## src/rtl/lppp_pkg.sv

```systemverilog
`timescale 1ns / 1ps
// Shared types, constants and the arctangent table for the range-scanner point plotter.
// No dependencies; imported by every other file in rtl/.
package lppp_pkg;

    // distance is in 1/40 cm, angle in 1/64 degree
    localparam int DIST_SCALE      = 40;
    localparam int ANGLE_FULL      = 23040;
    localparam int ANGLE_HALF      = 11520;
    localparam int ANGLE_QUARTER   = 5760;
    localparam int WRAP_LAST_ABOVE = 19200;
    localparam int WRAP_NEW_BELOW  = 640;
    localparam int CORDIC_GAIN_Q15 = 19899;

    localparam int ANG_W  = 16;          // folded angle, signed
    localparam int Z_W    = ANG_W + 10;  // residual angle in 1/65536 degree
    localparam int XY_W   = 18;          // CORDIC vector, headroom above Q1.15
    localparam int ATAN_W = 22;
    localparam int OFF_W  = 11;          // offset magnitude, 65535/40 at most
    localparam int POS_W  = 13;          // signed screen position before clipping

    typedef logic signed [15:0]    trig_t;
    typedef logic signed [OFF_W:0] offset_t;

    typedef struct packed {
        logic  done;
        trig_t sin_v;
        trig_t cos_v;
    } trig_res_t;

    typedef struct packed {
        logic    done;
        offset_t off_x;
        offset_t off_y;
    } offs_res_t;

    typedef enum logic [2:0] {
        CFG_MIN_DIST  = 3'd0,
        CFG_MAX_DIST  = 3'd1,
        CFG_SHOW_DIST = 3'd2,
        CFG_CENTRE_X  = 3'd3,
        CFG_CENTRE_Y  = 3'd4
    } cfg_reg_t;

    // atan(2^-i) in 1/65536 degree
    function automatic logic [ATAN_W-1:0] atan_lut(input logic [4:0] idx);
        logic [ATAN_W-1:0] v;
        case (idx)
            5'd0:    v = 22'd2949120;
            5'd1:    v = 22'd1740967;
            5'd2:    v = 22'd919879;
            5'd3:    v = 22'd466945;
            5'd4:    v = 22'd234379;
            5'd5:    v = 22'd117304;
            5'd6:    v = 22'd58666;
            5'd7:    v = 22'd29335;
            5'd8:    v = 22'd14668;
            5'd9:    v = 22'd7334;
            5'd10:   v = 22'd3667;
            5'd11:   v = 22'd1833;
            5'd12:   v = 22'd917;
            5'd13:   v = 22'd458;
            5'd14:   v = 22'd229;
            5'd15:   v = 22'd115;
            5'd16:   v = 22'd57;
            5'd17:   v = 22'd29;
            5'd18:   v = 22'd14;
            5'd19:   v = 22'd7;
            5'd20:   v = 22'd4;
            5'd21:   v = 22'd2;
            5'd22:   v = 22'd1;
            default: v = '0;
        endcase
        return v;
    endfunction

endpackage

```

## src/rtl/lidar_polar_point_plotter_unit.sv

```systemverilog
`timescale 1ns / 1ps
// Top level of the range-scanner point plotter: sample checks, revolution tracking, sequencer.
// Depends on lppp_pkg, lppp_cordic and lppp_scaler.
//
//  channel  | handshake           | payload
//  ---------+---------------------+--------------------------------------------------
//  in       | in_valid/in_ready   | raw_angle[14:0], raw_distance[15:0]
//  out      | out_valid/out_ready | clear_screen, plot_point, pixel_x[8:0], pixel_y[7:0]
//  cfg      | cfg_we (no wait)    | cfg_index[2:0], cfg_data[10:0]
//
// One sample at a time. A sample inside the distance window goes through the CORDIC (one
// rotation step per cycle) and then four passes through the single 16x17 multiplier of
// the scaler; one outside it goes straight to the output stage.
// The finished beat sits in the output register, so a stalled sink only holds the
// sequencer once the next result is ready. Asynchronous active-low reset; no clearing pass.
module lidar_polar_point_plotter_unit #(
    parameter int SCREEN_WIDTH  = 320,
    parameter int SCREEN_HEIGHT = 240,
    parameter int CM_PER_PIXEL  = 2,
    parameter int CORDIC_STEPS  = 16
) (
    input  logic        clk,
    input  logic        rst_n,
    // sample input
    input  logic        in_valid,
    output logic        in_ready,
    input  logic [14:0] raw_angle,
    input  logic [15:0] raw_distance,
    // result output
    output logic        out_valid,
    input  logic        out_ready,
    output logic        clear_screen,
    output logic        plot_point,
    output logic [8:0]  pixel_x,
    output logic [7:0]  pixel_y,
    // configuration writes
    input  logic        cfg_we,
    input  logic [2:0]  cfg_index,
    input  logic [10:0] cfg_data
);
    import lppp_pkg::*;

    // plot window, inclusive bounds
    localparam logic signed [POS_W-1:0] X_LO = POS_W'(1);
    localparam logic signed [POS_W-1:0] X_HI = POS_W'(SCREEN_WIDTH - 2);
    localparam logic signed [POS_W-1:0] Y_LO = POS_W'(1);
    localparam logic signed [POS_W-1:0] Y_HI = POS_W'(SCREEN_HEIGHT - 2);

    typedef enum logic [4:0] {
        T_IDLE  = 5'b00001,   // waiting for a sample
        T_TRIG  = 5'b00010,   // CORDIC running
        T_SCALE = 5'b00100,   // offsets being scaled
        T_PLACE = 5'b01000,   // position and clip
        T_OUT   = 5'b10000    // waiting for room in the output register
    } top_state_t;

    // distance in cm to the 1/40 cm units of the sample, as shifts and an add
    function automatic logic [16:0] times40(input logic [10:0] v);
        return ({6'b0, v} << 5) + ({6'b0, v} << 3);
    endfunction

    top_state_t  state_reg;

    // configuration
    logic [10:0] min_dist_reg, max_dist_reg, show_dist_reg;
    logic [8:0]  centre_x_reg;
    logic [7:0]  centre_y_reg;

    // revolution tracking
    logic [14:0] last_angle_reg;
    logic        no_angle_yet_reg;

    // per-sample working registers
    logic [15:0] dist_reg;
    logic        clear_reg;
    logic        show_ok_reg;
    logic        res_plot_reg;
    logic [8:0]  res_x_reg;
    logic [7:0]  res_y_reg;

    // output register
    logic        out_valid_reg;
    logic        clear_screen_reg, plot_point_reg;
    logic [8:0]  pixel_x_reg;
    logic [7:0]  pixel_y_reg;

    logic        in_fire, out_fire, out_load;
    logic        in_window, wrap_hit;
    logic        trig_start, scale_start;
    trig_res_t   trig;
    offs_res_t   offs;
    logic signed [POS_W-1:0] px, py;
    logic        plot_ok;

    assign in_ready = (state_reg == T_IDLE);
    assign in_fire  = in_valid && in_ready;
    assign out_fire = out_valid_reg && out_ready;
    assign out_load = (state_reg == T_OUT) && (!out_valid_reg || out_ready);

    // window and wrap tests on the raw, unreduced values
    assign in_window = !(({1'b0, raw_distance} < times40(min_dist_reg)) ||
                         ({1'b0, raw_distance} > times40(max_dist_reg)));
    assign wrap_hit  = ((last_angle_reg > 15'(WRAP_LAST_ABOVE)) &&
                        (raw_angle < 15'(WRAP_NEW_BELOW))) || no_angle_yet_reg;

    assign trig_start  = in_fire && in_window;
    assign scale_start = (state_reg == T_TRIG) && trig.done;

    lppp_cordic #(
        .STEPS (CORDIC_STEPS)
    ) u_cordic (
        .clk   (clk),
        .rst_n (rst_n),
        .start (trig_start),
        .angle (raw_angle),
        .res   (trig)
    );

    lppp_scaler #(
        .CM_PER_PIXEL (CM_PER_PIXEL)
    ) u_scaler (
        .clk      (clk),
        .rst_n    (rst_n),
        .start    (scale_start),
        .distance (dist_reg),
        .sin_v    (trig.sin_v),
        .cos_v    (trig.cos_v),
        .res      (offs)
    );

    // 0 degrees points up the screen, so y runs against the cosine
    assign px = $signed({4'b0, centre_x_reg}) + POS_W'(offs.off_x);
    assign py = $signed({5'b0, centre_y_reg}) - POS_W'(offs.off_y);
    assign plot_ok = show_ok_reg && (px >= X_LO) && (px <= X_HI) &&
                     (py >= Y_LO) && (py <= Y_HI);

    // configuration port; unknown indices are dropped
    always_ff @(posedge clk or negedge rst_n)
    begin
        if (!rst_n)
        begin
            min_dist_reg  <= 11'd5;
            max_dist_reg  <= 11'd500;
            show_dist_reg <= 11'd100;
            centre_x_reg  <= 9'd160;
            centre_y_reg  <= 8'd120;
        end
        else if (cfg_we)
        begin
            unique case (cfg_index)
                CFG_MIN_DIST:  min_dist_reg  <= cfg_data;
                CFG_MAX_DIST:  max_dist_reg  <= cfg_data;
                CFG_SHOW_DIST: show_dist_reg <= cfg_data;
                CFG_CENTRE_X:  centre_x_reg  <= cfg_data[8:0];
                CFG_CENTRE_Y:  centre_y_reg  <= cfg_data[7:0];
                default: ;
            endcase
        end
    end

    // sequencer, revolution state and output valid
    always_ff @(posedge clk or negedge rst_n)
    begin
        if (!rst_n)
        begin
            state_reg        <= T_IDLE;
            last_angle_reg   <= '0;
            no_angle_yet_reg <= 1'b1;
            out_valid_reg    <= 1'b0;
        end
        else
        begin
            if (out_load)
                out_valid_reg <= 1'b1;
            else if (out_fire)
                out_valid_reg <= 1'b0;

            unique case (state_reg)
                T_IDLE:
                begin
                    if (in_fire)
                    begin
                        // every sample, in window or not, moves the stored angle on
                        last_angle_reg   <= raw_angle;
                        no_angle_yet_reg <= 1'b0;
                        state_reg        <= in_window ? T_TRIG : T_OUT;
                    end
                end
                T_TRIG:  if (trig.done) state_reg <= T_SCALE;
                T_SCALE: if (offs.done) state_reg <= T_PLACE;
                T_PLACE: state_reg <= T_OUT;
                T_OUT:   if (out_load) state_reg <= T_IDLE;
                default: state_reg <= T_IDLE;
            endcase
        end
    end

    // payload registers
    always_ff @(posedge clk)
    begin
        if (in_fire)
        begin
            dist_reg     <= raw_distance;
            clear_reg    <= in_window && wrap_hit;
            res_plot_reg <= 1'b0;
            res_x_reg    <= '0;
            res_y_reg    <= '0;
        end
        if (state_reg == T_TRIG)
            show_ok_reg <= ({1'b0, dist_reg} <= times40(show_dist_reg));
        if (state_reg == T_PLACE)
        begin
            res_plot_reg <= plot_ok;
            res_x_reg    <= plot_ok ? px[8:0] : '0;
            res_y_reg    <= plot_ok ? py[7:0] : '0;
        end
        if (out_load)
        begin
            clear_screen_reg <= clear_reg;
            plot_point_reg   <= res_plot_reg;
            pixel_x_reg      <= res_x_reg;
            pixel_y_reg      <= res_y_reg;
        end
    end

    assign out_valid    = out_valid_reg;
    assign clear_screen = clear_screen_reg;
    assign plot_point   = plot_point_reg;
    assign pixel_x      = pixel_x_reg;
    assign pixel_y      = pixel_y_reg;

    // checks
    a_busy_after_accept: assert property (@(posedge clk) disable iff (!rst_n)
        in_fire |=> !in_ready)
        else $error("sequencer ready straight after taking a sample");

    a_trig_in_order: assert property (@(posedge clk) disable iff (!rst_n)
        trig.done |-> state_reg == T_TRIG)
        else $error("CORDIC finished outside the trig phase");

    a_scale_in_order: assert property (@(posedge clk) disable iff (!rst_n)
        offs.done |-> state_reg == T_SCALE)
        else $error("scaler finished outside the scale phase");

    a_blank_when_unplotted: assert property (@(posedge clk) disable iff (!rst_n)
        (out_valid && !plot_point) |-> (pixel_x == '0 && pixel_y == '0))
        else $error("pixel coordinates set on a beat with no plot");

endmodule

```

## src/rtl/lppp_cordic.sv

```systemverilog
`timescale 1ns / 1ps
// Iterative rotation CORDIC: one shift/add/sub step per cycle, sine and cosine in Q1.15.
// Depends on lppp_pkg.
module lppp_cordic #(
    parameter int STEPS = 16
) (
    input  logic               clk,
    input  logic               rst_n,
    input  logic               start,
    input  logic [14:0]        angle,
    output lppp_pkg::trig_res_t res
);
    import lppp_pkg::*;

    localparam int STEP_W = (STEPS > 1) ? $clog2(STEPS) : 1;
    localparam logic [STEP_W-1:0] LAST_STEP = STEP_W'(STEPS - 1);

    typedef enum logic [3:0] {
        C_IDLE = 4'b0001,
        C_FOLD = 4'b0010,
        C_ITER = 4'b0100,
        C_SAT  = 4'b1000
    } cordic_state_t;

    cordic_state_t            phase_reg;
    logic [STEP_W-1:0]        step_reg;
    logic signed [ANG_W-1:0]  a_reg;
    logic                     neg_reg;
    logic signed [XY_W-1:0]   x_reg, y_reg;
    logic signed [Z_W-1:0]    z_reg;
    trig_t                    sin_reg, cos_reg;
    logic                     done_reg;

    logic signed [ANG_W-1:0]  ang_ext, a_half, a_fold;
    logic                     fold_neg;
    logic [4:0]               sh;
    logic signed [Z_W-1:0]    atan_v;
    logic signed [XY_W-1:0]   x_sh, y_sh, x_next, y_next, xn, yn;
    logic signed [Z_W-1:0]    z_next;

    // reduce modulo a full turn and into (-180, 180] in one compare
    assign ang_ext = $signed({1'b0, angle});
    assign a_half  = (ang_ext > ANG_W'(ANGLE_HALF)) ? ang_ext - ANG_W'(ANGLE_FULL) : ang_ext;

    always_comb
    begin
        fold_neg = 1'b0;
        a_fold   = a_reg;
        if (a_reg > ANG_W'(ANGLE_QUARTER))
        begin
            a_fold   = a_reg - ANG_W'(ANGLE_HALF);
            fold_neg = 1'b1;
        end
        else if (a_reg < -ANG_W'(ANGLE_QUARTER))
        begin
            a_fold   = a_reg + ANG_W'(ANGLE_HALF);
            fold_neg = 1'b1;
        end
    end

    // the shared step
    assign sh     = 5'(step_reg);
    assign atan_v = $signed(Z_W'(atan_lut(sh)));
    assign x_sh   = x_reg >>> sh;
    assign y_sh   = y_reg >>> sh;

    always_comb
    begin
        if (z_reg >= 0)
        begin
            x_next = x_reg - y_sh;
            y_next = y_reg + x_sh;
            z_next = z_reg - atan_v;
        end
        else
        begin
            x_next = x_reg + y_sh;
            y_next = y_reg - x_sh;
            z_next = z_reg + atan_v;
        end
    end

    assign xn = neg_reg ? -x_reg : x_reg;
    assign yn = neg_reg ? -y_reg : y_reg;

    function automatic trig_t sat_q15(input logic signed [XY_W-1:0] v);
        trig_t r;
        if (v > XY_W'(32767))
            r = 16'sh7FFF;
        else if (v < -XY_W'(32768))
            r = 16'sh8000;
        else
            r = v[15:0];
        return r;
    endfunction

    always_ff @(posedge clk or negedge rst_n)
    begin
        if (!rst_n)
        begin
            phase_reg <= C_IDLE;
            step_reg  <= '0;
            done_reg  <= 1'b0;
        end
        else
        begin
            done_reg <= 1'b0;
            unique case (phase_reg)
                C_IDLE:
                begin
                    if (start)
                        phase_reg <= C_FOLD;
                end
                C_FOLD:
                begin
                    step_reg  <= '0;
                    phase_reg <= C_ITER;
                end
                C_ITER:
                begin
                    step_reg <= step_reg + 1'b1;
                    if (step_reg == LAST_STEP)
                        phase_reg <= C_SAT;
                end
                C_SAT:
                begin
                    done_reg  <= 1'b1;
                    phase_reg <= C_IDLE;
                end
                default: phase_reg <= C_IDLE;
            endcase
        end
    end

    always_ff @(posedge clk)
    begin
        if (phase_reg == C_IDLE && start)
            a_reg <= a_half;
        if (phase_reg == C_FOLD)
        begin
            neg_reg <= fold_neg;
            z_reg   <= $signed({a_fold, 10'b0});
            x_reg   <= XY_W'(CORDIC_GAIN_Q15);
            y_reg   <= '0;
        end
        if (phase_reg == C_ITER)
        begin
            x_reg <= x_next;
            y_reg <= y_next;
            z_reg <= z_next;
        end
        if (phase_reg == C_SAT)
        begin
            cos_reg <= sat_q15(xn);
            sin_reg <= sat_q15(yn);
        end
    end

    assign res.done  = done_reg;
    assign res.sin_v = sin_reg;
    assign res.cos_v = cos_reg;

endmodule

```

## src/rtl/lppp_scaler.sv

```systemverilog
`timescale 1ns / 1ps
// Turns distance and sine/cosine into signed pixel offsets on one shared multiplier.
// Division by the scale uses a reciprocal product. Depends on lppp_pkg.
module lppp_scaler #(
    parameter int CM_PER_PIXEL = 2
) (
    input  logic                clk,
    input  logic                rst_n,
    input  logic                start,
    input  logic [15:0]         distance,
    input  lppp_pkg::trig_t     sin_v,
    input  lppp_pkg::trig_t     cos_v,
    output lppp_pkg::offs_res_t res
);
    import lppp_pkg::*;

    // exact floor(p / DIV) for any 16-bit p: ceil(2^SHIFT / DIV) with SHIFT = 16 + clog2(DIV)
    localparam int DIV   = DIST_SCALE * CM_PER_PIXEL;
    localparam int SHIFT = 16 + $clog2(DIV);
    localparam logic [63:0] RECIP_WIDE = ((64'd1 << SHIFT) + 64'(DIV) - 64'd1) / 64'(DIV);
    localparam logic [16:0] RECIP = RECIP_WIDE[16:0];

    typedef enum logic [5:0] {
        S_IDLE  = 6'b000001,
        S_MUL_S = 6'b000010,
        S_REC_S = 6'b000100,
        S_MUL_C = 6'b001000,
        S_REC_C = 6'b010000,
        S_DONE  = 6'b100000
    } scale_state_t;

    scale_state_t  phase_reg;
    logic          done_reg;
    logic [15:0]   dist_reg;
    logic [16:0]   mag_s_reg, mag_c_reg;
    logic          neg_s_reg, neg_c_reg;
    logic [32:0]   prod_reg;
    offset_t       off_x_reg, off_y_reg;

    logic signed [16:0] s_ext, c_ext;
    logic [15:0]   mul_a;
    logic [16:0]   mul_b;
    logic [32:0]   prod_next;
    logic [OFF_W-1:0] quot;
    offset_t       q_pos;

    assign s_ext = {sin_v[15], sin_v};
    assign c_ext = {cos_v[15], cos_v};

    // operand select for the single multiplier
    always_comb
    begin
        mul_a = prod_reg[30:15];
        mul_b = RECIP;
        case (phase_reg)
            S_MUL_S:
            begin
                mul_a = dist_reg;
                mul_b = mag_s_reg;
            end
            S_MUL_C:
            begin
                mul_a = dist_reg;
                mul_b = mag_c_reg;
            end
            default:
            begin
                mul_a = prod_reg[30:15];
                mul_b = RECIP;
            end
        endcase
    end

    assign prod_next = {17'b0, mul_a} * {16'b0, mul_b};
    assign quot      = OFF_W'(prod_reg >> SHIFT);
    assign q_pos     = $signed({1'b0, quot});

    always_ff @(posedge clk or negedge rst_n)
    begin
        if (!rst_n)
        begin
            phase_reg <= S_IDLE;
            done_reg  <= 1'b0;
        end
        else
        begin
            done_reg <= 1'b0;
            unique case (phase_reg)
                S_IDLE:  if (start) phase_reg <= S_MUL_S;
                S_MUL_S: phase_reg <= S_REC_S;
                S_REC_S: phase_reg <= S_MUL_C;
                S_MUL_C: phase_reg <= S_REC_C;
                S_REC_C: phase_reg <= S_DONE;
                S_DONE:
                begin
                    done_reg  <= 1'b1;
                    phase_reg <= S_IDLE;
                end
                default: phase_reg <= S_IDLE;
            endcase
        end
    end

    always_ff @(posedge clk)
    begin
        if (phase_reg == S_IDLE && start)
        begin
            dist_reg  <= distance;
            mag_s_reg <= 17'(s_ext[16] ? -s_ext : s_ext);
            mag_c_reg <= 17'(c_ext[16] ? -c_ext : c_ext);
            neg_s_reg <= s_ext[16];
            neg_c_reg <= c_ext[16];
        end
        if (phase_reg != S_IDLE && phase_reg != S_DONE)
            prod_reg <= prod_next;
        if (phase_reg == S_MUL_C)
            off_x_reg <= neg_s_reg ? -q_pos : q_pos;
        if (phase_reg == S_DONE)
            off_y_reg <= neg_c_reg ? -q_pos : q_pos;
    end

    assign res.done  = done_reg;
    assign res.off_x = off_x_reg;
    assign res.off_y = off_y_reg;

endmodule

```

## config.mk

```make
export PLATFORM = sky130hd
export DESIGN_NAME = lidar_polar_point_plotter_unit
export DESIGN_NICKNAME = d
export VERILOG_FILES = /design/src/rtl/lppp_pkg.sv /design/src/rtl/lidar_polar_point_plotter_unit.sv /design/src/rtl/lppp_cordic.sv /design/src/rtl/lppp_scaler.sv
export SDC_FILE = /design/constraint.sdc
export NUM_CORES = 2
export LEC_CHECK = 0
export BUFFER_PORTS_ARGS = -buffer_cell sky130_fd_sc_hd__buf_2
export CORE_ASPECT_RATIO = 0.9
export CORE_UTILIZATION = 45
export CTS_BUF_LIST = sky130_fd_sc_hd__clkbuf_8
export DETAILED_ROUTE_END_ITERATION = 6
export RECOVER_POWER = 25
export SYNTH_ARGS = -nofsm -noshare
export SYNTH_HDL_FRONTEND = slang
export SYNTH_SLANG_ARGS = --single-unit
export TNS_END_PERCENT = 20
```

## constraint.sdc

```tcl
create_clock -name clk -period 18.4 [get_ports clk]
set_input_delay 1.84 -clock clk [delete_from_list [all_inputs] [get_ports clk]]
set_output_delay 1.84 -clock clk [all_outputs]
set_load 0.02 [all_outputs]
```

# ---- Word level (Yosys, flattened, before mapping)
# Memory sizes are Yosys's and may differ from the RTL's.
# Index checks and enable logic that the tools add are counted.
dict set report word_totals {
  reg_bits 363
  latchBits 0
  ramBits 0
  mem_bits_ro 704
  in_bits 50
  out_inout_bits 21
  wordCells 193
  n_memories 1
}
dict set report classes {
  add_sub_neg 20
  n_mul 1
  div 0
  order_cmp 17
  eq_ne 29
  n_shift 2
  muxes 47
  n_bitwise 0
  reduce_logical 32
}
# name words word_bits read_ports rd_clocked_by_memory_dff wr line_no
set mem_list {}
lappend mem_list {{(name not given)} 32 22 1 0 0 lppp_pkg.sv:48} ;# case (idx)
# operator n
set op_table {}
lappend op_table {{$mux W18} 8}
lappend op_table {{$mux W16} 5}
lappend op_table {{$mux W26} 3}
lappend op_table {{$add A16 B14 Y17} 3}
lappend op_table {{$mux W15} 3}
lappend op_table {{$add A18 B18 Y18} 2}
lappend op_table {{$gt A18 B16 Y1 const B} 2}
lappend op_table {{$lt A18 B16 Y1 const B} 2}
lappend op_table {{$neg A18 Y18} 2}
lappend op_table {{$sshr A18 B4 Y18} 2}
lappend op_table {{$sub A18 B18 Y18} 2}
lappend op_table {{$neg A16 Y17} 2}
lappend op_table {{$pmux W17 S2} 1}
lappend op_table {{$mul A16 B17 Y33} 1}
lappend op_table {{$pmux W6 S5} 1}
lappend op_table {{$mux W9} 3}
lappend op_table {{$add A26 B23 Y26} 1}
lappend op_table {{$ge A13 B2 Y1 const B} 2}
lappend op_table {{$ge A26 B1 Y1 const B} 1}
lappend op_table {{$sub A26 B23 Y26} 1}
lappend op_table {{$mux W5} 5}
lappend op_table {{$pmux W5 S5} 1}
lappend op_table {{$mux W8} 3}
lappend op_table {{$mux W10} 2}
lappend op_table {{other kinds (52)} 90}

# ---- Depth between registers and ports, before layout
dict set report depth {
  ltp_word 8
  mapped_depth 29
  mapped_depth_nobuf 26
}

# ---- Modules after synthesis
# Synthesis repeated with hierarchy kept, for this count alone.
dict set report hier_totals {
  cells_unflattened 3303
  hier_area_um2 32595.0
}
# mod instances cells_each area_per_inst_um2
set by_module_without_submodules {}
lappend by_module_without_submodules {lppp_scaler 1 1328 13042.5}
lappend by_module_without_submodules {lppp_cordic 1 1287 11691.2}
lappend by_module_without_submodules {lidar_polar_point_plotter_unit 1 688 7861.3}

# ---- Least setup slack after synthesis
# OpenSTA, ideal clock, no wires.
dict set report synth_timing {
  kind {flip-flop to flip-flop}
  start {reg u_scaler.phase_reg[1]}
  end {reg u_scaler.prod_reg[32] (data pin)}
  setup_time_ns 0.260
  arrival_time_ns 7.232
  required_ns 18.140
  setup_slack_ns 10.908
  path_stages_with_launch 26
  synth_period_minus_slack_ns 7.492
  cell_sequence {dfrtp_1 or4_1 nor2_1 clkbuf_1 a221o_1 clkbuf_1 nand2_1 fa_1 inv_1 fa_1 fa_1 fa_1 fa_1 inv_1 fa_1 inv_1 ha_1 a21o_1 a21o_1 a21oi_1 o21ai_0 a31o_2 a221oi_1 o21bai_1 a21oi_1 xnor2_1}
}
dict set report synth_via {
  elab_chain_cells 4
  word_cells_on_any_way 6
  cone_classes {mul: 1; eq/ne: 2; mux: 2; reduce/logical: 1}
}
# item line_no
set synth_lines {}
lappend synth_lines {{from (decl)} lppp_scaler.sv:32} ;# scale_state_t phase_reg;
lappend synth_lines {{from (signal assigned)} lppp_scaler.sv:82} ;# phase_reg <= S_IDLE;
lappend synth_lines {{from (signal assigned)} lppp_scaler.sv:89} ;# S_IDLE: if (start) phase_reg <= S_MUL_S;
lappend synth_lines {{from (signal assigned)} lppp_scaler.sv:90} ;# S_MUL_S: phase_reg <= S_REC_S;
lappend synth_lines {{$eq A6 B2 Y1 or $eq A6 B4 Y1 (tied branches)} lppp_scaler.sv:55} ;# case (phase_reg)
lappend synth_lines {{$reduce_or A2 Y1 (no source line)} n/a}
lappend synth_lines {{$mux W16} lppp_scaler.sv:55}
lappend synth_lines {{$mul A16 B17 Y33 (*)} lppp_scaler.sv:74} ;# assign prod_next = {17'b0, mul_a} * {16'b0, mul_b};
lappend synth_lines {{via u_scaler.prod_next[32]} lppp_scaler.sv:43} ;# logic [32:0] prod_next;
lappend synth_lines {{to (signal assigned)} lppp_scaler.sv:115} ;# prod_reg <= prod_next;
lappend synth_lines {{to (decl)} lppp_scaler.sv:37} ;# logic [32:0] prod_reg;
# The timed path passes the listed nets; every way through them passes the cells marked *.
# A chain may end at the register's enable or synchronous reset.

# ---- Worst setup path after layout
dict set report layout_timing {
  start {reg u_scaler.phase_reg[5]}
  end {reg u_scaler.prod_reg[32] (data pin)}
}
# The elaborated chain is that of the path after synthesis.

==> reports/metrics.sh <==
WORST_SETUP_SKEW_AFTER_LAYOUT_NS=0.05112
WORST_R2R_ENDPOINT='u_scaler.prod_reg[32]$_DFFE_PP_'
TIMING.CRITICAL_PATH.DEPTH=23
RRSETUPSLACK_NS=9.70
VIAS_PER_INSTANCE=5.626
CRIT_PATH_BUF_INV_COUNT=3
POST_CTS_RESIZE_COUNT=0
EFFECTIVE_UTILIZATION_AT_FLOORPLAN_PCT=45.76
STATUS='finished, violations left'
SYNTH-MAIN-FF-CELL='sky130_fd_sc_hd__edfxtp_1'
FINAL_NETS=3751
HOLD_PATH_DEPTH=0
DP_HPWL_MM=64.65
CELLPOWERDENSITY_nW_PER_UM2=70.91
WL_MM=83.26
IO_PINS=71
CPMOSTUSEDCELL='sky130_fd_sc_hd__fa_1'
DIE_AREA_UM2=71230
SYNTH-ASYNC-RESET-RATIO_PCT=25.29
TRACK_USAGE_PCT=23.72
SYNTH.FF_LATCH_COUNT=348
HOLD_WS_NS=0.4205
DIE_HEIGHT_UM=253.3
MAXSLEWVIOLCOUNT=71
CRIT_END_ELEMENT='flop'
GRT_PASS1_WL_MM=131.3
CLKSLEWWORSTSETUPHOLDPATHS_NS=0.07
FIN_CRIT_SH_PCT=47.28
SYNTH.YOSYS.SEQ_AREA_SHARE_PCT=31.79
WL_PER_CELL_UM=19.82
GRT_OVERFLOW_TOTAL=0
FAILING_CHECKS='capacitance limit, slew limit'
NUMBER_OF_ANTENNA_VIOLATIONS_AT_THE_FIRST_CHECK_IN_GLOBAL_ROUTING=3
NFILLCELLS=6409
POWER_LEAKAGE_nW=14.91
PLACEMENT_ROWS=91
VDD.IR_DROP.WORST_mV=0.05157
TIMING.FMAX_GHz=0.1150
POST-ROUTE-MIN-PERIOD_NS=8.699
SYNTHESIS.AREA_UM2=31570
POST_SYNTH_NUM_CELL_TYPES=87
DR_TOTAL_VIAS=23635
POST_SYNTH_INST_COUNT=3163
POST_CTS_BUFFERS=0
SETUP_REPAIR_AFTER_GLOBAL_ROUTING_MISSED_ITS_MARGIN='false'
CHIPWIDTH_UM=281.2
SYNTH.AVG_CELL_AREA_UM2=9.982
NUMBER_OF_PORT_BUFFERS=70
HTREEDEPTH=2
CTS_TREE='built'
PLACE.GP.CONGESTION=0.9381
CLOCK_LATENCY_NS=0.70
LAYOUT.CELL_AREA.NON_FILLER_UM2=34080
REG2REG_FROM='u_scaler.phase_reg[5]$_DFFE_PN0P_'
WORST_PATH_DOMINANT_CELL_FAMILY='adder cells'
CRIT_PATH_MAX_FANOUT=34
CP_SLOWEST_CELL='sky130_fd_sc_hd__clkbuf_1'
RELSLEWSLACK_PCT=-33.62
WORSTSETUPENDPOINT='u_scaler.prod_reg[32]$_DFFE_PP_'
GRT_MAX_DEGREE=69
AREA_GROWTH_SYN_TO_LAYOUT_PCT=7.930
CRIT_ARRIVAL_NS=9.13
DR.PASS1.ITERS=7
DETAILED_PLACE.AREA_UM2=33000
SYNTH.YOSYS.WARNINGS=0
CLOCK_TREE.BUFFER_DEPTH=3
FIRST_GLOBAL_VIAS=23645
HOLD_CLASS='reg2reg'
MAX_STAGE_DELAY_NS=1.04
HOLD_VIOL_FINAL=0
CLOCK_ROOT_BUFFER='sky130_fd_sc_hd__clkbuf_8'
CP.REQUIRED_NS=18.83
FINALSETUPTNS_NS=0
DRT.ANTENNA.VIOLATING_NETS=0
CRITPATHLAUNCH='u_scaler.phase_reg[5]$_DFFE_PN0P_'
CTS_HOLD_REPAIR.BUFFERS=0
SETUP-VIOLATIONS-FINAL=0
WORST-R2R-CELL-COUNT=23
CORE_OUTLINE_AREA_UM2=69000
LARGEST_REGISTER_FFS=26
TIMING.CRITICAL_PATH.FROM_TYPE='flop'
CTS_SINKS=348
COUNT_OF_MAX_CAP_CONSTRAINT_VIOLATIONS=2
SYNTH_EDF_COUNT=260
POST-ROUTE-DRC-COUNT=0
PATH_CELLS='nor3_1, and3_1, clkbuf_1, a22oi_1, nor2_1, fa_1, fa_1, fa_1, fa_1, fa_1, inv_1, fa_1, inv_1, ha_1, a21o_1, a21o_1, a21oi_1, o21ai_0, a31o_2, a221oi_1, o21bai_1, a21oi_1, xnor2_1'
WORSTMARGINPINSLEW_NS=2.004
POST_ROUTE_CELLS_DRIVE_ABOVE_1_SHARE_PCT=10.03
DETAILEDROUTE.FIRSTITERATIONVIOLATIONS=1773
CTS_MADE_BUFFERS=58
TIMING.SETUP.CRITICAL_PATH_CLASS='reg2reg'
[synthesized netlist by cell type (18+ instances only)]
cell type                    n  area, um2
sky130_fd_sc_hd__inv_1     352       1321
sky130_fd_sc_hd__nand2_1   312       1171
sky130_fd_sc_hd__ha_1      265       3316
sky130_fd_sc_hd__edfxtp_1  260       7807
sky130_fd_sc_hd__nor2_1    259      972.2
sky130_fd_sc_hd__fa_1      215       4304
sky130_fd_sc_hd__a21oi_1   141      705.7
sky130_fd_sc_hd__xnor2_1   139       1217
sky130_fd_sc_hd__o21ai_0   108      540.5
sky130_fd_sc_hd__xor2_1    101      884.6
sky130_fd_sc_hd__clkbuf_1   95      356.6
sky130_fd_sc_hd__mux2_2     77      867.1
sky130_fd_sc_hd__dfrtp_1    67       1677
sky130_fd_sc_hd__nor3_1     59      295.3
sky130_fd_sc_hd__o21ai_1    46      230.2
sky130_fd_sc_hd__a21o_1     42      315.3
sky130_fd_sc_hd__mux2i_1    42      420.4
sky130_fd_sc_hd__mux4_2     36      810.8
sky130_fd_sc_hd__nand2b_1   36      225.2
sky130_fd_sc_hd__nor2b_1    28      175.2
sky130_fd_sc_hd__o31ai_1    28      210.2
sky130_fd_sc_hd__o21a_1     27      202.7
sky130_fd_sc_hd__nand3_1    26      130.1
sky130_fd_sc_hd__or3_1      26      162.7
sky130_fd_sc_hd__dfstp_2    21      551.8
sky130_fd_sc_hd__o21bai_1   21      157.7
sky130_fd_sc_hd__nand4_1    18      112.6
sky130_fd_sc_hd__nor4_1     18      112.6
[routing by layer]
layer | routed length [um] | GRT usage [%] | share of wire (%) | up-vias
met5 | 0 | 0 | 0 | -
met4 | 1611 | 5.527 | 1.9 | 0
met3 | 5755 | 4.909 | 6.9 | 110
met2 | 38030 | 38.15 | 46 | 699
met1 | 37860 | 32.68 | 45 | 11673
li1 | - | - | - | 11153
[metrics by stage]
step,setup WS (ns),power (mW),instances,util (%)
after floorplan,10.91,1.554,3164,-
after global routing,9.231,2.580,4200,49.38
after detailed placement,10.17,1.738,4091,47.83
after global placement,10.43,1.709,4091,47.83
after CTS,10.12,2.440,4199,49.47
final,9.701,2.416,4201,49.39
[power breakdown]
group	total (mW)	internal (mW)	switching (mW)	leakage, nW
Combinational	0.718	0.314	0.403	10.8
Clock	0.689	0.342	0.347	0.613
Sequential	1.01	0.949	0.0607	3.49
Total	2.42	1.61	0.811	14.9
[worst reg2reg max path: stages (launching register included)]
cell	delay [ns]
sky130_fd_sc_hd__dfrtp_1	0.42
sky130_fd_sc_hd__nor3_1	0.32
sky130_fd_sc_hd__and3_1	0.21
sky130_fd_sc_hd__clkbuf_1	1.04
sky130_fd_sc_hd__a22oi_1	0.70
sky130_fd_sc_hd__nor2_1	0.31
sky130_fd_sc_hd__fa_1	0.45
sky130_fd_sc_hd__fa_1	0.53
sky130_fd_sc_hd__fa_1	0.52
sky130_fd_sc_hd__fa_1	0.52
sky130_fd_sc_hd__fa_1	0.56
sky130_fd_sc_hd__inv_1	0.06
sky130_fd_sc_hd__fa_1	0.54
sky130_fd_sc_hd__inv_1	0.05
sky130_fd_sc_hd__ha_1	0.37
sky130_fd_sc_hd__a21o_1	0.19
sky130_fd_sc_hd__a21o_1	0.19
sky130_fd_sc_hd__a21oi_1	0.17
sky130_fd_sc_hd__o21ai_0	0.13
sky130_fd_sc_hd__a31o_2	0.27
sky130_fd_sc_hd__a221oi_1	0.47
sky130_fd_sc_hd__o21bai_1	0.16
sky130_fd_sc_hd__a21oi_1	0.19
sky130_fd_sc_hd__xnor2_1	0.08
[kinds of logic (layout without fill, tap and decap cells)]
kind of cell | after synthesis | in the layout | synth area share, %
AOI/OAI and AO/OA | 583 | 583 | 11.98
xor gates and xnor gates | 240 | 240 | 6.658
adders and majority gates | 480 | 480 | 24.14
buffers and inverters | 469 | 574 | 5.643
DFF | 348 | 348 | 31.79
muxes | 158 | 158 | 6.753
other | 1 | 4 | 0.01188
and+or+nand+nor | 884 | 884 | 13.03
[how the worst min path moves through the flow]
stage | from | endpoint | slack, ns
after floorplan | clear_reg$_DFFE_PP_ | clear_screen$_DFFE_PP_ | 0.40
after global placement | res_x_reg[3]$_SDFFCE_PN0P_ | pixel_x[3]$_DFFE_PP_ | 0.40
after detailed placement | res_y_reg[2]$_SDFFCE_PN0P_ | pixel_y[2]$_DFFE_PP_ | 0.40
after CTS | res_y_reg[6]$_SDFFCE_PN0P_ | pixel_y[6]$_DFFE_PP_ | 0.42
after global routing | res_y_reg[1]$_SDFFCE_PN0P_ | pixel_y[1]$_DFFE_PP_ | 0.42
final | res_y_reg[6]$_SDFFCE_PN0P_ | pixel_y[6]$_DFFE_PP_ | 0.42
[cell type report]
type / count / area [um2] / area share, %
repair buffers: 110 / 605.6 / 1.777
inverters: 356 / 1336 / 3.922
well taps: 930 / 1164 / 3.415
clock buffers: 62 / 853.3 / 2.504
multi-input cells: 2347 / 19800 / 58.09
clock inverters: 46 / 279.0 / 0.8188
flip-flops and latches: 348 / 10040 / 29.46
diodes: 2 / 5.005 / 0.01469
[cell usage in the layout, fill, tap and decap left out, drive strengths merged, types with 18 or more instances in the layout]
cell type	synthesis	layout
a21o	42	42
a21oi	141	141
buf	18	80
clkbuf	95	92
clkinv	1	27
dfrtp	67	67
dfstp	21	21
edfxtp	260	260
fa	215	215
ha	265	265
inv	355	367
mux2	80	80
mux2i	42	42
mux4	36	36
nand2	312	312
nand2b	36	36
nand3	26	26
nand4	18	18
nor2	260	260
nor2b	28	28
nor3	59	59
nor4	18	18
o21a	27	27
o21ai	154	154
o21bai	21	21
o31ai	28	28
or3	27	27
xnor2	139	139
xor2	101	101
No activity file was read; power rests on OpenSTA's default activity.
